**config.mk**
```make
export PLATFORM = sky130hd
export DESIGN_NAME = imu_ca_div
export DESIGN_NICKNAME = d
export VERILOG_FILES = /design/src/design/imu_ca_pkg.sv /design/src/design/imu_ca_div.sv
export SDC_FILE = /design/constraint.sdc
export NUM_CORES = 2
export LEC_CHECK = 0
export BUFFER_PORTS_ARGS = -buffer_cell sky130_fd_sc_hd__buf_2
export CORE_MARGIN = 2
export CORE_UTILIZATION = 60
export CTS_BUF_LIST = sky130_fd_sc_hd__clkbuf_2
export DETAILED_ROUTE_END_ITERATION = 10
export GPL_ROUTABILITY_DRIVEN = 1
export PLACE_DENSITY_LB_ADDON = 0.05
export SLEW_MARGIN = 5
export SYNTH_ARGS = -nofsm -noshare
export SYNTH_HDL_FRONTEND = slang
export SYNTH_SLANG_ARGS = --single-unit
```
**constraint.sdc**
```tcl
create_clock -name i_clk -period 9.7 [get_ports i_clk]
set_input_delay 2.425 -clock i_clk [delete_from_list [all_inputs] [get_ports i_clk]]
set_output_delay 2.425 -clock i_clk [all_outputs]
set_load 0.005 [all_outputs]
```
**src/design/imu_ca_pkg.sv**
```systemverilog
// imu_ca_pkg: shared types, constants and the CORDIC arctangent table for the
// complementary-filter attitude block. No dependencies.
package imu_ca_pkg;

    localparam int CORDIC_STEPS_DEF = 16;

    // widths
    localparam int ATAN_LEN   = 24;
    localparam int ATAN_IDX_W = 5;
    localparam int ATAN_W     = 22;
    localparam int ANG_W      = 24;   // 1/32768 degree angle state
    localparam int XY_IN_W    = 25;   // CORDIC operand width
    localparam int SQ_IN_W    = 48;
    localparam int SQ_OUT_W   = 24;
    localparam int DIV_N_W    = 44;
    localparam int DIV_D_W    = 22;
    localparam int DIV_Q_W    = 24;
    localparam int PROD_W     = 59;

    // reciprocals for the constant divisors, floor(2^40 / d)
    localparam int RECIP_SH = 20;
    localparam int RECIP_W  = 21;
    localparam logic [RECIP_W-1:0] RECIP_US   = 21'd1099511;   // d = 10^6
    localparam logic [RECIP_W-1:0] RECIP_NORM = 21'd372827;    // d = 90 deg in 2^-15

    // fixed-point constants
    localparam int DEG90_Q16   = 5898240;
    localparam int ANGLE_LIMIT = 5898240;
    localparam int DEG45_Q15   = 1474560;
    localparam int DEG90_Q15   = 2949120;
    localparam int US_PER_S    = 1000000;
    localparam int US_ROUND    = 500000;
    localparam int GAIN_ONE    = 65536;

    // configuration
    localparam int CFG_IDX_W = 3;
    localparam logic [CFG_IDX_W-1:0] CFG_BLEND_GAIN   = 3'd0;
    localparam logic [CFG_IDX_W-1:0] CFG_GRAVITY_GAIN = 3'd1;
    localparam logic [CFG_IDX_W-1:0] CFG_BIAS_X       = 3'd2;
    localparam logic [CFG_IDX_W-1:0] CFG_BIAS_Y       = 3'd3;
    localparam logic [CFG_IDX_W-1:0] CFG_BIAS_Z       = 3'd4;
    localparam logic [15:0] BLEND_GAIN_RST   = 16'd64225;
    localparam logic [15:0] GRAVITY_GAIN_RST = 16'd62259;

    // angle channel selector
    localparam logic [1:0] SEL_PITCH = 2'd0;
    localparam logic [1:0] SEL_ROLL  = 2'd1;
    localparam logic [1:0] SEL_YAW   = 2'd2;

    typedef struct packed {
        logic signed [15:0] accel_x;
        logic signed [15:0] accel_y;
        logic signed [15:0] accel_z;
        logic signed [15:0] rate_x;
        logic signed [15:0] rate_y;
        logic signed [15:0] rate_z;
        logic [15:0]        elapsed_us;
    } t_imu_in;

    typedef struct packed {
        logic signed [15:0] pitch_out;
        logic signed [15:0] roll_out;
        logic signed [31:0] yaw_out;
        logic [15:0]        norm_pitch;
        logic [15:0]        norm_roll;
    } t_imu_out;

    typedef enum logic [4:0] {
        ST_IDLE, ST_GRAV0, ST_GRAV1, ST_GRAV2,
        ST_SQ0, ST_SQ1, ST_SQ2, ST_SQW,
        ST_ATAN, ST_ATANW,
        ST_STEP0, ST_STEP1, ST_STEPW,
        ST_BLEND0, ST_BLEND1, ST_BLEND2,
        ST_YAW, ST_NORM, ST_NORMW, ST_DONE
    } t_state;

    // atan(2^-i) in 2^-16 degree, rounded to nearest
    function automatic logic [ATAN_W-1:0] atan_q16(input logic [ATAN_IDX_W-1:0] idx);
        logic [ATAN_W-1:0] v;
        case (idx)
            5'd0:    v = 22'd2949120;
            5'd1:    v = 22'd1740967;
            5'd2:    v = 22'd919879;
            5'd3:    v = 22'd466945;
            5'd4:    v = 22'd234379;
            5'd5:    v = 22'd117304;
            5'd6:    v = 22'd58666;
            5'd7:    v = 22'd29335;
            5'd8:    v = 22'd14668;
            5'd9:    v = 22'd7334;
            5'd10:   v = 22'd3667;
            5'd11:   v = 22'd1833;
            5'd12:   v = 22'd917;
            5'd13:   v = 22'd458;
            5'd14:   v = 22'd229;
            5'd15:   v = 22'd115;
            5'd16:   v = 22'd57;
            5'd17:   v = 22'd29;
            5'd18:   v = 22'd14;
            5'd19:   v = 22'd7;
            5'd20:   v = 22'd4;
            5'd21:   v = 22'd2;
            5'd22:   v = 22'd1;
            default: v = 22'd0;
        endcase
        return v;
    endfunction

endpackage

```
**src/design/imu_ca_div.sv**
```systemverilog
// imu_ca_div: division by a constant, floor quotient of a signed numerator, from a
// reciprocal estimate and a few compare-and-subtract steps. Depends on imu_ca_pkg.
module imu_ca_div (
    input  logic                                  i_clk,
    input  logic                                  i_rst_n,
    input  logic                                  i_start,
    input  logic signed [imu_ca_pkg::DIV_N_W-1:0] i_num,
    input  logic [imu_ca_pkg::DIV_D_W-1:0]        i_den,
    input  logic [imu_ca_pkg::RECIP_W-1:0]        i_recip,
    output logic                                  o_done,
    output logic signed [imu_ca_pkg::DIV_Q_W-1:0] o_quot
);
    import imu_ca_pkg::*;

    localparam int MA_W = DIV_N_W - RECIP_SH;
    localparam int MB_W = DIV_D_W;
    localparam int MP_W = MA_W + MB_W;

    logic [DIV_N_W-1:0]         r_num, r_rem;
    logic [DIV_D_W-1:0]         r_den;
    logic [RECIP_W-1:0]         r_recip;
    logic [DIV_Q_W-1:0]         r_q;
    logic                       r_neg, r_est, r_mul, r_fix, r_done;
    logic signed [DIV_Q_W-1:0]  r_quot, q_mag;
    logic [MA_W-1:0]            mul_a;
    logic [MB_W-1:0]            mul_b;
    logic [MP_W-1:0]            prod;
    logic                       fix_ge;

    // one multiplier: estimate t*R first, then q0*d
    assign mul_a  = r_est ? r_num[DIV_N_W-1:RECIP_SH] : MA_W'(r_q);
    assign mul_b  = r_est ? MB_W'(r_recip) : r_den;
    assign prod   = MP_W'(mul_a) * MP_W'(mul_b);
    assign fix_ge = r_rem >= DIV_N_W'(r_den);
    assign q_mag  = $signed(r_q);

    always_ff @(posedge i_clk) begin
        if (!i_rst_n) begin
            r_est  <= 1'b0;
            r_mul  <= 1'b0;
            r_fix  <= 1'b0;
            r_done <= 1'b0;
        end else begin
            r_done <= r_fix && !fix_ge && !i_start;
            if (i_start) begin
                r_est   <= 1'b1;
                r_mul   <= 1'b0;
                r_fix   <= 1'b0;
                r_neg   <= i_num < 0;
                r_num   <= (i_num < 0) ? DIV_N_W'(-i_num) : DIV_N_W'(i_num);
                r_den   <= i_den;
                r_recip <= i_recip;
            end else if (r_est) begin
                // estimate never exceeds the quotient and is at most three low
                r_q   <= DIV_Q_W'(prod >> RECIP_SH);
                r_est <= 1'b0;
                r_mul <= 1'b1;
            end else if (r_mul) begin
                r_rem <= r_num - DIV_N_W'(prod);
                r_mul <= 1'b0;
                r_fix <= 1'b1;
            end else if (r_fix) begin
                if (fix_ge) begin
                    r_rem <= r_rem - DIV_N_W'(r_den);
                    r_q   <= r_q + 1'b1;
                end else begin
                    r_fix <= 1'b0;
                    // floor for negative numerators
                    if (r_neg) begin
                        r_quot <= (r_rem != '0) ? -(q_mag + DIV_Q_W'(1)) : -q_mag;
                    end else begin
                        r_quot <= q_mag;
                    end
                end
            end
        end
    end

    assign o_done = r_done;
    assign o_quot = r_quot;

endmodule

```
==> summary.md <==
| Metric | Value |
|---|---|
| Kind of critical path | reg2reg |
| Hold Crit Class | reg2reg |
| Crit share post-route | 1.001 |
| Clock Tree Buf Depth | 2 |
| DRT Pass-1 Iters | 7 |
| Filler Cells Inserted | 3626 |
| Crit. End Element | flip-flop |
| Synth top area share | 0.3028 |
| Iteration-0 DRC count of the detailed router | roughly 2700 |
| Worst hold slack | 0.5421 ns |
| Post-Synth Simple-Gate Area | 0.1533 |
| Synth Area in Compound Gates | 0.1037 |
| Nets | 4334 |
| Post-synthesis mux area share | 0.01685 |
| Busiest grt layer | met2 |
| Hold buffer count at CTS | 0 |
| Worst endpoint required time | just over 10 ns |
| Final slew viol count | 0 |
| Register bit total from synthesis | about 180 |
| Final Setup Violations | 1 |
| CTS tree | yes |
| Top_reg_cell synth | edfxtp_1 |
| CP max stage cell | fa_2 |
| Sink Count | 184 |
| Final HPWL DP | 80.03 mm |
| Syn Inst Count | between 3000 and 4000 |
| Post-Route WL | about 97 mm |
| Die W | ~220 µm |
| Area growth from synthesis to layout | 18.67% |
| Critical Path Sink | r_rem[41] |
| Average wire per standard cell | 22.93 µm |
| Critical path startpoint | r_est |
| GR Util met2 | 0.6028 |
| Crit path max-delay family | adder cells |
| Final Hold Vio Count | 0 |
| Commonest cells post-synth | 502 x inv_1, 476 x nand2_1, 438 x fa_1, 257 x nor2_1, 213 x ha_1 |
| First-pass GRT wire length | about 150 mm |
| Vias in the first global route | 25729 |
| Max stage delay on crit path | 0.62 ns |
| Status | finished, violations left |
| Fraction of layout cells with a size suffix above 1 | 0.2030 |
| Area share of fa/ha/maj cells after synthesis | 0.3956 |
| Cells on worst reg2reg path | 42 |
| R2r startpoint | r_est |
| DR DRC count | 0 |
| Worst setup SP type | flip-flop |
| CP dominant cell by count | fa_1 |
| Post-route ant nets | 0 |
| R2R Path End | r_rem[41] |
| Min Clock Period, post-route | 9.711 ns |
| Largest family of logic cells by synthesized area | adder cells |
| Clock Latency Late Sink | 0.91 ns |
| Initial antenna violation count | 3 |
| Count leader, synth | inv_1 |
| Buf/Inv on CP | 8 |
| Clock skew | ~0.032 ns |
| Clk root buf | clkbuf_2 |
| Count of input and output buffers | 114 |
| Syn avg cell area | 9.111 µm² |
| Core area | 47650 µm² |
| Max-cap viol count | 0 |
| CP Depth | 42 |
| Slew of the pin with the lowest slew margin | ~0.93 ns |
| Number of core rows | 80 |
| Pin count of the biggest net entering global routing | 69 |
| Reg2Reg Setup Slack | -0.01 ns |
| DR vias/cell | 5.990 |
| H-tree levels | 4 |
| Die span in y | 223.7 µm |
| Tot GR Track Use | 0.3901 |
| Fmax | approximately 0.10 GHz |
| CTS buffer count | 17 |
| Synth area leader | fa_1 |
| IO Pins | 115 |
| CTS clk-pin slew, worst paths | roughly 0.28 ns |
| Async SR Flop Fraction | 0 |
| Global routing met1 resource utilization | 0.5419 |
| Cell area after synthesis | 28950 µm² |
| PnR worst setup slack | -0.01122 ns |
| Grt total ovfl | 0 |
| Distinct cell type count after synthesis | 78 |
| Ranking of synthesized cells by area | fa_1 30%, edfxtp_1 19%, ha_1 9.2% |
| Arr. time, crit path | 10.36 ns |
| RSZ-0062 raised after global routing | true |
| Post-synth EDFFs | 180 |
| Syn Nets | 3919 |
| Violated checks | negative setup slack |
| CP max FO | 6 |
| Sequential area share after synthesis | 0.1894 |
| Area of the die | 50030 µm² |
| Rel. slew slack | 0.3722 |
| Gpl congestion | 1.051 |
| Initial Util | 0.6077 |
| Synth Area in XOR/XNOR | 0.06007 |
| Ys Warns | 0 |
| Hold path depth | 2 |
| Final Util | 0.7211 |
| Met3 Use GR | 0.08027 |
| Routed vias | between 20000 and 30000 |
==> routing by layer <==
layer | part of all wire | routed length (µm)
met1 | 0.39 | 38060
met3 | 0.12 | 11210
met5 | 0 | 0
met2 | 0.44 | 43020
met4 | 0.047 | 4577
==> cell usage in the layout (no fill, tap or decap), drive strengths merged, types with 40 or more instances in the layout <==
cell and instances:
buf 514, inv 508, nand2 476, fa 438, nor2 257, ha 213
edfxtp 180, xnor2 148, o21ai 148, a21oi 107, xor2 48, nand3 40
==> cell families after synthesis <==
group                      count (synthesis)
and+or+nand+nor                         1000
adders and majority gates                653
buffers and inverters                    625
AOI/OAI and AO/OA                        473
xor gates and xnor gates                 197
DFF                                      184
muxes                                     46
==> cell type report <==
class	count	area, µm²	area share
diodes	3	7.507	0.0002185
clock buffers	17	85.08	0.002476
clock inverters	15	167.7	0.004880
inverters	502	1887	0.05491
multi-input cells	2369	21920	0.6381
flip-flops and latches	184	5490	0.1598
well taps	615	769.5	0.02240
repair buffers	519	4029	0.1173
==> worst min-delay path by stage <==
| stage | slack (ns) | from | end |
|---|---|---|---|
| after floorplan | 0.45 | r_fix | o_done |
| after global placement | 0.49 | r_fix | r_fix |
| after detailed placement | 0.50 | r_fix | r_fix |
| after CTS | 0.53 | r_fix | r_fix |
| after global routing | 0.57 | r_fix | r_fix |
| final | 0.54 | r_fix | r_fix |
==> sequential cells by signal, indices dropped and copies added, names as in the netlist <==
register and flops:
r_recip 21, r_fix 1, o_done 1, r_mul 1, r_rem 44, r_num 44, o_quot 24, r_est 1
r_den 22, r_neg 1, q_mag 24
==> metrics by stage <==
stage          setup TNS [ns]  instance area (µm²)  setup slack [ns]  std cells
6_report             -0.01122                34360          -0.01122       4224
5_1_grt                -2.035                34360           -0.3342       4224
4_1_cts               -0.1547                33220          -0.07452       4178
3_5_place_dp           -1.996                32700           -0.3915       4130
3_3_place_gp           -1.420                32700           -0.3080       4130
2_1_floorplan               0                29010        0.00006573       3178
==> worst min-delay path: stages, from the launching register on <==
cell and delay [ns]:
dfxtp_1 0.39, o21ai_0 0.09, a21oi_1 0.06
==> what timing repair did <==
item                       CTS  global route
gates cloned                 0             6
resized for setup           34           164
hold endpoints to repair     0             0
pin swaps                   13            99
setup endpoints to repair    8            12
buffers inserted            16            39
Power is left out: the tool's default activity adds up to more than one toggle a clock period on the data nets, which glitch-free logic cannot reach.
