**src/design/imu_ca_pkg.sv**
```systemverilog
// imu_ca_pkg: shared types, constants and the CORDIC arctangent table for the
// complementary-filter attitude block. No dependencies.
package imu_ca_pkg;

    localparam int CORDIC_STEPS_DEF = 16;

    // widths
    localparam int ATAN_LEN   = 24;
    localparam int ATAN_IDX_W = 5;
    localparam int ATAN_W     = 22;
    localparam int ANG_W      = 24;   // 1/32768 degree angle state
    localparam int XY_IN_W    = 25;   // CORDIC operand width
    localparam int SQ_IN_W    = 48;
    localparam int SQ_OUT_W   = 24;
    localparam int DIV_N_W    = 44;
    localparam int DIV_D_W    = 22;
    localparam int DIV_Q_W    = 24;
    localparam int PROD_W     = 59;

    // reciprocals for the constant divisors, floor(2^40 / d)
    localparam int RECIP_SH = 20;
    localparam int RECIP_W  = 21;
    localparam logic [RECIP_W-1:0] RECIP_US   = 21'd1099511;   // d = 10^6
    localparam logic [RECIP_W-1:0] RECIP_NORM = 21'd372827;    // d = 90 deg in 2^-15

    // fixed-point constants
    localparam int DEG90_Q16   = 5898240;
    localparam int ANGLE_LIMIT = 5898240;
    localparam int DEG45_Q15   = 1474560;
    localparam int DEG90_Q15   = 2949120;
    localparam int US_PER_S    = 1000000;
    localparam int US_ROUND    = 500000;
    localparam int GAIN_ONE    = 65536;

    // configuration
    localparam int CFG_IDX_W = 3;
    localparam logic [CFG_IDX_W-1:0] CFG_BLEND_GAIN   = 3'd0;
    localparam logic [CFG_IDX_W-1:0] CFG_GRAVITY_GAIN = 3'd1;
    localparam logic [CFG_IDX_W-1:0] CFG_BIAS_X       = 3'd2;
    localparam logic [CFG_IDX_W-1:0] CFG_BIAS_Y       = 3'd3;
    localparam logic [CFG_IDX_W-1:0] CFG_BIAS_Z       = 3'd4;
    localparam logic [15:0] BLEND_GAIN_RST   = 16'd64225;
    localparam logic [15:0] GRAVITY_GAIN_RST = 16'd62259;

    // angle channel selector
    localparam logic [1:0] SEL_PITCH = 2'd0;
    localparam logic [1:0] SEL_ROLL  = 2'd1;
    localparam logic [1:0] SEL_YAW   = 2'd2;

    typedef struct packed {
        logic signed [15:0] accel_x;
        logic signed [15:0] accel_y;
        logic signed [15:0] accel_z;
        logic signed [15:0] rate_x;
        logic signed [15:0] rate_y;
        logic signed [15:0] rate_z;
        logic [15:0]        elapsed_us;
    } t_imu_in;

    typedef struct packed {
        logic signed [15:0] pitch_out;
        logic signed [15:0] roll_out;
        logic signed [31:0] yaw_out;
        logic [15:0]        norm_pitch;
        logic [15:0]        norm_roll;
    } t_imu_out;

    typedef enum logic [4:0] {
        ST_IDLE, ST_GRAV0, ST_GRAV1, ST_GRAV2,
        ST_SQ0, ST_SQ1, ST_SQ2, ST_SQW,
        ST_ATAN, ST_ATANW,
        ST_STEP0, ST_STEP1, ST_STEPW,
        ST_BLEND0, ST_BLEND1, ST_BLEND2,
        ST_YAW, ST_NORM, ST_NORMW, ST_DONE
    } t_state;

    // atan(2^-i) in 2^-16 degree, rounded to nearest
    function automatic logic [ATAN_W-1:0] atan_q16(input logic [ATAN_IDX_W-1:0] idx);
        logic [ATAN_W-1:0] v;
        case (idx)
            5'd0:    v = 22'd2949120;
            5'd1:    v = 22'd1740967;
            5'd2:    v = 22'd919879;
            5'd3:    v = 22'd466945;
            5'd4:    v = 22'd234379;
            5'd5:    v = 22'd117304;
            5'd6:    v = 22'd58666;
            5'd7:    v = 22'd29335;
            5'd8:    v = 22'd14668;
            5'd9:    v = 22'd7334;
            5'd10:   v = 22'd3667;
            5'd11:   v = 22'd1833;
            5'd12:   v = 22'd917;
            5'd13:   v = 22'd458;
            5'd14:   v = 22'd229;
            5'd15:   v = 22'd115;
            5'd16:   v = 22'd57;
            5'd17:   v = 22'd29;
            5'd18:   v = 22'd14;
            5'd19:   v = 22'd7;
            5'd20:   v = 22'd4;
            5'd21:   v = 22'd2;
            5'd22:   v = 22'd1;
            default: v = 22'd0;
        endcase
        return v;
    endfunction

endpackage

```
**src/design/imu_ca_isqrt.sv**
```systemverilog
// imu_ca_isqrt: iterative integer square root, one result bit per cycle.
// Depends on imu_ca_pkg.
module imu_ca_isqrt (
    input  logic                               i_clk,
    input  logic                               i_rst_n,
    input  logic                               i_start,
    input  logic [imu_ca_pkg::SQ_IN_W-1:0]     i_val,
    output logic                               o_done,
    output logic [imu_ca_pkg::SQ_OUT_W-1:0]    o_root
);
    import imu_ca_pkg::*;

    localparam int REM_W = SQ_OUT_W + 1;
    localparam logic [4:0] LAST = 5'(SQ_OUT_W - 1);

    logic [SQ_IN_W-1:0]  r_rad;
    logic [REM_W-1:0]    r_rem;
    logic [SQ_OUT_W-1:0] r_root;
    logic [4:0]          r_cnt;
    logic                r_run, r_done, ge;
    logic [REM_W+1:0]    rem_sh, trial;

    assign rem_sh = {r_rem, r_rad[SQ_IN_W-1 -: 2]};
    assign trial  = {1'b0, r_root, 2'b01};
    assign ge     = rem_sh >= trial;

    always_ff @(posedge i_clk) begin
        if (!i_rst_n) begin
            r_run  <= 1'b0;
            r_done <= 1'b0;
        end else begin
            r_done <= r_run && !i_start && (r_cnt == LAST);
            if (i_start) begin
                r_run  <= 1'b1;
                r_rad  <= i_val;
                r_rem  <= '0;
                r_root <= '0;
                r_cnt  <= '0;
            end else if (r_run) begin
                r_rad  <= {r_rad[SQ_IN_W-3:0], 2'b00};
                r_rem  <= ge ? REM_W'(rem_sh - trial) : REM_W'(rem_sh);
                r_root <= {r_root[SQ_OUT_W-2:0], ge};
                r_cnt  <= r_cnt + 1'b1;
                if (r_cnt == LAST) begin
                    r_run  <= 1'b0;
                end
            end
        end
    end

    assign o_done = r_done;
    assign o_root = r_root;

endmodule

```
**config.mk**
```make
export PLATFORM = sky130hd
export DESIGN_NAME = imu_ca_isqrt
export DESIGN_NICKNAME = d
export VERILOG_FILES = /design/src/design/imu_ca_pkg.sv /design/src/design/imu_ca_isqrt.sv
export SDC_FILE = /design/constraint.sdc
export NUM_CORES = 1
export LEC_CHECK = 0
export BUFFER_PORTS_ARGS = -buffer_cell sky130_fd_sc_hd__buf_2
export CORE_MARGIN = 1
export CORE_UTILIZATION = 30
export CTS_BUF_LIST = sky130_fd_sc_hd__clkbuf_4
export CTS_CLUSTER_SIZE = 14
export DETAILED_ROUTE_END_ITERATION = 10
export GPL_TIMING_DRIVEN = 0
export HOLD_SLACK_MARGIN = 0.06
export PLACE_DENSITY = 0.52
export RECOVER_POWER = 25
export SYNTH_ARGS = -nofsm -noshare
export SYNTH_HDL_FRONTEND = slang
export SYNTH_SLANG_ARGS = --single-unit
export TNS_END_PERCENT = 20
```
**constraint.sdc**
```tcl
create_clock -name i_clk -period 10.85 [get_ports i_clk]
set_clock_uncertainty 0.15 [all_clocks]
set_input_delay 0.5425 -clock i_clk [delete_from_list [all_inputs] [get_ports i_clk]]
set_output_delay 0.5425 -clock i_clk [all_outputs]
set_load 0.1 [all_outputs]
```
==> impl_metrics.tcl, run 1 <==
set metrics [dict create \
    layout.cells.non_filler 827 \
    final.setup.tns_ns 0 \
    drive_gt1_share_pct 25.55 \
    grt_pass1_wl_um 21060 \
    cp_data_required_time_ns 10.98 \
    dp.cells 809 \
    layout.nets 664 \
    intPower_mw 0.6484 \
    synth_cell_type_count 59 \
    initial_core_util_pct 30.75 \
    num_rows 50 \
    dpl_cell_area_sq_um 6462 \
    die_h_um 140.7 \
    cp_data_arrival_time_ns 3.27 \
    final_cell_mix "edfxtp_1 (102), buf_2 (74), nor2_1 (48), mux2_2 (46), nand2_1 (40)" \
    crit_fanout 7 \
    p_seq_share_pct 50.0 \
    netSwitchingFraction_pct 34.82 \
    drt-initial-drc-count 183 \
    clk_latency_ns 0.52 \
    grt_overflow 0 \
    maxSlewHeadroom_pct 19.08 \
    combinationalPowerShare_pct 30.7 \
    antenna_found_initial 2 \
    p_leak_nw 2.564 \
    status "finished clean" \
    fin_crit_ns 3.145 \
    power.density_nw_per_um2 151.3 \
    drt_first_pass_iters 4 \
    async_reset_ff_share_pct 0 \
    reg2reg_to "r_rem[21]" \
    gp_congestion 0.8717 \
    dp_hpwl_um 9345 \
    fp.coreArea_sq_um 18770 \
    io_buffers 74 \
    layout.cells.most_common "edfxtp_1" \
    netlist_instances 500 \
    syn-cell-area_sq_um 5772 \
    clk_root_buffer_cell "clkbuf_4" \
    cts_buffers 9 \
    reg2reg_depth 9 \
    p_clk_share_pct 19.3 \
    vias 4044 \
    synth-edff-count 102 \
    grtUsageTotal_pct 13.81 \
    whs_endpoint "o_done" \
    whs_path_depth 2 \
    cts_hold_buf 0 \
    ctsResizeCount 0 \
    grt_pass1_vias 4098 \
    period_share_pct 28.98 \
    tightest_slew_ns 1.219 \
    final_util_pct 35.04 \
    critPathLaunchType "flip-flop" \
    grt_max_degree 64 \
    critPathCaptureType "flip-flop" \
    ir_worst_vdd_mv 0.06500 \
    cts_max_path_buffers 2 \
    cts_tree "built" \
    setup_viol 0 \
    rsz0062_at_grt "no" \
    synth.ff_latch_count 104 \
    critPathKind "flip-flop to flip-flop" \
    die_area_sq_um 19800 \
    min_path_type "input port to flip-flop" \
    yosysWarnings 0 \
    ioPinCount 76 \
    drv_cap 0 \
    slew_viol_final 0 \
    die_x_um 140.7 \
    syn2layout_area_growth_pct 13.94 \
    htree_levels 3 \
    detail-route-antenna-nets 0 \
    ys_seq_area_share_pct 53.76 \
    clk_pin_slew_ns 0.16 \
    wl_um 12950 \
    synth.avg_cell_area_sq_um 11.54 \
    wire_per_inst_um 15.66 \
    synthFlopType "edfxtp_1" \
    cts_setup_buffers 0 \
    fmax_ghz 0.3180 \
    synth_nets 578 \
    stdcell_area_sq_um 6576 \
    drc_errors 0 \
    worstHoldStart "i_rst_n" \
    hold_viol 0 \
    numClockSinks 104 \
    rrSetupSlack_ns 7.71 \
    r2r-start "r_rem[2]" \
    avgViaCountPerCell 4.890 \
    power.switching_mw 0.3463 \
]
[cell usage after synthesis, types with 3 or more instances]
cell type / instances / share of area (%)
o211ai_1: 4 / 0.52
and3_1: 6 / 0.65
a211oi_1: 6 / 0.78
o21ai_1: 8 / 0.69
xor2_1: 12 / 1.8
o21ai_0: 9 / 0.78
nand3b_1: 5 / 0.65
nor3_1: 7 / 0.61
nor2_1: 48 / 3.1
xnor2_1: 11 / 1.7
nand3_1: 10 / 0.87
nand2b_1: 5 / 0.54
a21o_1: 5 / 0.65
or3_1: 3 / 0.33
buf_2: 7 / 0.61
inv_1: 32 / 2.1
ha_1: 27 / 5.9
and2_1: 3 / 0.33
mux2i_1: 5 / 0.87
a21oi_1: 33 / 2.9
nand2_1: 40 / 2.6
nand4_1: 4 / 0.43
o21a_1: 5 / 0.65
mux2_2: 46 / 9.0
nor4_1: 3 / 0.33
clkbuf_1: 11 / 0.72
edfxtp_1: 102 / 53
[worst max path at each step]
stage / startpoint / end / cells after the start
global route: o_root[15] / r_rem[13] / 10
detailed placement: r_rem[13] / r_rem[12] / 10
finish: r_rem[2] / r_rem[21] / 9
global placement: i_start / o_root[12] / 3
floorplan: i_start / o_root[0] / 3
CTS: r_rem[2] / r_rem[12] / 10
[routing by layer]
layer	part of all wire, %	GRT usage (%)	vias to the layer above
met5	0.10	0	-
met4	1.5	3.890	2
met3	7.4	5.367	13
met2	46	22.31	122
met1	45	17.09	1904
li1	-	-	2003
[power by group through the flow]
stage | sequential [mW] | clock [mW] | combinational [mW]
after floorplan | 0.543 | 0 | 0.199
after global placement | 0.509 | 0 | 0.303
after detailed placement | 0.506 | 0 | 0.306
after CTS | 0.498 | 0.200 | 0.307
after global routing | 0.501 | 0.214 | 0.337
final | 0.497 | 0.192 | 0.306
[cells by family after synthesis]
kind of cell             synth area share (%)
XOR/XNOR                                3.490
AND/OR/NAND/NOR                         12.12
buffers and inverters                   4.054
adder cells (fa/ha/maj)                 5.853
flip-flops                              53.76
AO/OA/AOI/OAI                           10.88
multiplexers                            9.842
[registers in the layout, summed over array words and instances (netlist names)]
signal	count
o_done	1
o_root	24
r_cnt	5
r_rad	48
r_rem	25
r_run	1
[cell type report]
type,count,area (sq um)
antenna,2,5.005
clock inverter,6,42.54
fill,1923,12190
clock buffer,10,75.07
inverter,32,120.1
timing repair buffer,75,381.6
tap,234,292.8
multi-input combinational,341,2442
buffer,23,113.9
sequential,104,3103
[worst max-delay path, cell delays in order (launching register included)]
cell	delay, ns
edfxtp_1	0.45
ha_1	0.40
o211ai_1	0.14
o21ai_1	0.18
o211ai_1	0.15
a21oi_1	0.23
o21ai_1	0.14
nor4_1	0.46
nor3_1	0.09
or4_1	0.51
[through the flow]
| step | setup slack, ns | hold WS [ns] | power (mW) |
|---|---|---|---|
| 6_report | 7.705 | 0.1484 | 0.9947 |
| 5_1_grt | 7.460 | 0.1186 | 1.052 |
| 4_1_cts | 7.691 | 0.1221 | 1.004 |
| 3_5_place_dp | 7.718 | 0.3404 | 0.8119 |
| 3_3_place_gp | 5.414 | 0.3200 | 0.8112 |
| 2_1_floorplan | 6.806 | 0.3041 | 0.7421 |
Power figures use the tool's default switching activity.
==> run 2, diff against run 1 <==
clock period = 2.9 ns   (was 10.85 ns; I/O delays follow)
==> impl_metrics.tcl, run 2 (synthesis gave the netlist of run 1 again) <==
set metrics [dict create \
    cp_data_required_time_ns 3.12 \
    final_cell_mix "edfxtp_1 (102), buf_2 (74), dlygate4sd3_1 (49), nor2_1 (48), mux2_2 (46)" \
    syn2layout_area_growth_pct 27.38 \
    maxSlewHeadroom_pct 19.88 \
    drt-initial-drc-count 193 \
    critPathLaunchType "flip-flop" \
    detail-route-antenna-nets 0 \
    num_rows 50 \
    critPathKind "flip-flop to flip-flop" \
    fmax_ghz 0.3386 \
    stdcell_area_sq_um 7352 \
    grt_pass1_vias 4472 \
    wl_um 13630 \
    dp_slack_ns -0.2224 \
    hold_viol 0 \
    cts_buffers 9 \
    setup_viol 2 \
    power.density_nw_per_um2 534.3 \
    grt_max_degree 64 \
    fp.coreArea_sq_um 18770 \
    io_buffers 74 \
    cts_tree "built" \
    grt_overflow 0 \
    crit_fanout 5 \
    die_x_um 140.7 \
    largest_reg_flops 48 \
    clk_latency_ns 0.50 \
    drive_gt1_share_pct 28.96 \
    avgViaCountPerCell 4.833 \
    ioPinCount 76 \
    critPathCaptureType "flip-flop" \
    rsz0062_at_grt "yes" \
    die_area_sq_um 19800 \
    initial_core_util_pct 30.75 \
    drc_errors 0 \
    htree_levels 3 \
    grt_pass1_wl_um 22840 \
    dpl_cell_area_sq_um 6470 \
    diodes 0 \
    drt_first_pass_iters 4 \
    layout.nets 730 \
    min_path_type "input port to flip-flop" \
    tightest_slew_ns 1.207 \
    die_h_um 140.7 \
    cts_max_path_buffers 2 \
    p_total_mw 3.928 \
    fin_crit_ns 2.953 \
    ir_worst_vdd_mv 0.2876 \
    antenna_found_initial 0 \
    slew_viol_final 0 \
    wire_per_inst_um 15.31 \
    clk_pin_slew_ns 0.19 \
    cp_data_arrival_time_ns 3.17 \
    layout.cells.most_common "edfxtp_1" \
    dp_hpwl_um 9348 \
    status "complete, but fails checks" \
    worst_slack_ns -0.05312 \
    final.setup.tns_ns -0.1038 \
    p_leak_nw 2.886 \
    violations "setup timing" \
    gp_congestion 0.8512 \
    top_register "r_rad" \
    numClockSinks 104 \
    grtUsageTotal_pct 14.73 \
    clk_root_buffer_cell "clkbuf_4" \
    period_share_pct 101.8 \
    vias 4301 \
    drv_cap 0 \
]
run 2: cell types whose count changed in the layout (fill, tap and decap cells not counted), moves of 3 or more:
| cell | delta |
|---|---|
| inv_2 | +3 |
| clkbuf_1 | -4 |
| ha_1 | -5 |
| a21oi_1 | -4 |
| inv_1 | -3 |
| dlygate4sd3_1 | +49 |
| a21oi_2 | +3 |
| buf_4 | +17 |
| ha_4 | +5 |
run 2: what timing repair did:
item	4_1_cts	5_1_grt
pin swaps	17	11
endpoints found under the hold margin	49	0
resized for setup	13	17
setup buffers	14	4
gates cloned	0	0
hold buffers	49	0
setup endpoints to repair	23	24
run 2: final timing paths:
| kind | from | end | slack (ns) | cells past startpoint |
|---|---|---|---|---|
| min | i_start | r_rem[21] | 0.23 | 3 |
| max reg2reg | r_rem[2] | r_rem[4] | -0.05 | 12 |
| max | r_rem[2] | r_rem[4] | -0.05 | 12 |
| min reg2reg | r_run | o_done | 0.37 | 1 |
run 2: metrics by stage:
stage / utilization (%) / hold slack (ns) / std cells
6_report: 39.17 / 0.2279 / 890
5_1_grt: 39.17 / 0.2454 / 890
4_1_cts: 38.70 / 0.1984 / 886
3_5_place_dp: 34.47 / 0.2768 / 809
3_3_place_gp: 34.29 / 0.2471 / 808
2_1_floorplan: - / 0.1475 / 500
run 2: per-layer routing:
layer / vias to the layer above / part of all wire (%) / track usage [%]
met1: 2058 / 46 / 18.34
met4: 0 / 1.1 / 4.062
met5: - / 0 / 0
met3: 11 / 4.8 / 3.601
met2: 100 / 48 / 25.35
li1: 2132 / - / -
run 2: worst max-delay path, cell delays in order, from the launching register on:
cell and delay (ns):
edfxtp_1 0.47, ha_4 0.32, o211ai_1 0.10, o21ai_1 0.17, o211ai_1 0.10, buf_4 0.15
a21bo_4 0.21, a21o_4 0.22, a21o_4 0.21, buf_8 0.13, buf_4 0.13, or3_1 0.30
a21oi_1 0.13
run 2: layout make-up:
class / count / area [sq um]
inverter: 32 / 120.1
sequential: 104 / 3103
buffer: 22 / 128.9
tap: 234 / 292.8
clock inverter: 6 / 51.30
multi-input combinational: 341 / 2566
timing repair buffer: 142 / 1022
clock buffer: 9 / 67.56
fill: 1862 / 11420
run 2: power by group:
part           switching, mW  total [mW]  leakage [nW]  internal (mW)
clock network          0.552       0.740        0.0691          0.188
registers             0.0541        1.86          1.00           1.81
logic                  0.765        1.33          1.81          0.560
total                   1.37        3.93          2.89           2.56
==> run 3, diff against run 2 <==
REMOVE_ABC_BUFFERS = 1   (was not set)
==> impl_metrics.tcl, run 3 (synthesis gave the netlist of run 1 again) <==
set metrics [dict create \
    crit_path_top_delay_cell "or4_1" \
    status "finished clean" \
    detail-route-antenna-nets 0 \
    rsz0062_at_grt "yes" \
    wire_per_inst_um 14.66 \
    drv_cap 0 \
    final_cell_mix "edfxtp_1 (102), buf_2 (74), dlygate4sd3_1 (51), nor2_1 (48), mux2_2 (46)" \
    avgViaCountPerCell 4.813 \
    die_x_um 140.7 \
    power.density_nw_per_um2 540.2 \
    die_h_um 140.7 \
    tightest_slew_ns 0.8495 \
    drt_first_pass_iters 4 \
    cp_data_required_time_ns 3.00 \
    critPathKind "flip-flop to flip-flop" \
    reg2reg_depth 9 \
    hold_viol 0 \
    p_leak_nw 2.919 \
    htree_levels 3 \
    endpoint "r_rem[21]" \
    setup_viol 0 \
    period_share_pct 99.67 \
    top_register "r_rad" \
    dp_hpwl_um 8257 \
    reg2reg_to "r_rem[21]" \
    drt-initial-drc-count 236 \
    grt_pass1_vias 4436 \
    cts_tree "built" \
    rrSetupSlack_ns 0.01 \
    slew_viol_final 0 \
    diodes 0 \
    grt_max_degree 59 \
    grt_pass1_wl_um 22040 \
    fin_crit_ns 2.890 \
    maxSlewHeadroom_pct 43.37 \
    num_rows 50 \
    critical-path-top-delay-family "compound AO/OA/AOI/OAI gates" \
    antenna_found_initial 0 \
    hold_ws_ns 0.2832 \
    cp_num_cells 9 \
    crit_start "r_rem[14]" \
    ir_worst_vdd_mv 0.2994 \
    cp_data_arrival_time_ns 2.99 \
    r2r-start "r_rem[14]" \
    initial_core_util_pct 30.75 \
    layout.cells.most_common "edfxtp_1" \
    cpMostUsedCell "a211oi_2" \
    clk_latency_ns 0.49 \
    grt_overflow 0 \
    max_stage_delay_ns 0.54 \
    fp.coreArea_sq_um 18770 \
    gp_congestion 0.8166 \
    vias 4245 \
    layout.nets 721 \
    io_buffers 75 \
    clk_pin_slew_ns 0.17 \
    syn2layout_area_growth_pct 29.72 \
    grtUsageTotal_pct 14.02 \
    numClockSinks 104 \
    cts_buffers 9 \
    drive_gt1_share_pct 31.94 \
    worstPathCellList "ha_4 -> a211oi_2 -> o21bai_2 -> a211oi_2 -> o31a_1 -> and3_4 -> a21o_4 -> nor4_1 -> or4_1" \
    final.setup.tns_ns 0 \
    ioPinCount 76 \
    largest_reg_flops 48 \
    drc_errors 0 \
    cts_max_path_buffers 2 \
    die_area_sq_um 19800 \
    wl_um 12930 \
    cp_num_buf_inv 0 \
    clk_root_buffer_cell "clkbuf_4" \
    crit_fanout 8 \
    min_path_type "input port to flip-flop" \
    fmax_ghz 0.3460 \
    critPathCaptureType "flip-flop" \
    critPathLaunchType "flip-flop" \
]
-- run 3: cell types whose count changed in the layout (fill, tap and decap cells not counted), moves of 2 or more --
cell,previous run,this run
ha_1,22,13
buf_1,2,0
buf_4,18,26
ha_4,5,13
buf_6,4,1
clkbuf_1,14,0
dlygate4sd3_1,49,51
-- run 3: cell type report --
cell class / count / area [sq um]
timing repair buffer: 154 / 1142
multi-input combinational: 342 / 2678
tap: 234 / 292.8
sequential: 104 / 3103
inverter: 32 / 120.1
clock buffer: 9 / 67.56
fill: 1837 / 11280
clock inverter: 7 / 83.83
-- run 3: worst min-delay path by stage --
stage,slack (ns),from,end,depth (start not counted)
after floorplan,0.15,i_rst_n,o_done,1
after global placement,0.25,i_rst_n,o_done,2
after detailed placement,0.26,i_rst_n,o_done,2
after CTS,0.24,i_rst_n,o_done,3
after global routing,0.25,i_val[1],r_rad[1],3
final,0.28,i_rst_n,o_done,3
-- run 3: metal layers --
| layer | GRT usage, % | vias to the layer above | routed length, um |
|---|---|---|---|
| met5 | 0 | - | 0 |
| met2 | 23.41 | 100 | 6268 |
| met1 | 17.64 | 2014 | 5821 |
| met3 | 3.906 | 13 | 686 |
| li1 | - | 2118 | - |
| met4 | 4.176 | 0 | 157 |
-- run 3: power by group --
group          internal, mW  total, mW  leakage (nW)  switching (mW)
Sequential             1.81       1.87          1.00          0.0596
Clock                 0.283      0.826        0.0851           0.543
Combinational         0.592       1.35          1.83           0.758
Total                  2.68       4.04          2.92            1.36
-- run 3: through the flow --
step / cell area (sq um) / util [%] / power (mW) / setup slack [ns] / cells
6_report: 7487 / 39.89 / 4.045 / 0.009579 / 882
3_5_place_dp: 6410 / 34.15 / 3.010 / -0.4126 / 789
2_1_floorplan: 5658 / - / 2.730 / -1.383 / 477
4_1_cts: 7308 / 38.94 / 4.025 / -0.008616 / 873
5_1_grt: 7487 / 39.89 / 4.291 / -0.09766 / 882
3_3_place_gp: 6326 / 33.71 / 2.990 / -2.918 / 786
-- run 3: worst register-to-register path: cells and delay by family (launching register included) --
kind | cells | cell delay (ns)
compound gates | 5 | 0.89
flops | 1 | 0.48
simple gates | 3 | 0.83
fa+ha+maj | 1 | 0.31
-- run 3: what timing repair did --
| item | in CTS | in global routing |
|---|---|---|
| pin swaps | 12 | 15 |
| setup endpoints to repair | 25 | 20 |
| hold endpoints to repair | 61 | 0 |
| hold buffers | 51 | 0 |
| gates cloned | 1 | 0 |
| setup buffers | 16 | 10 |
| gates resized for setup | 18 | 21 |
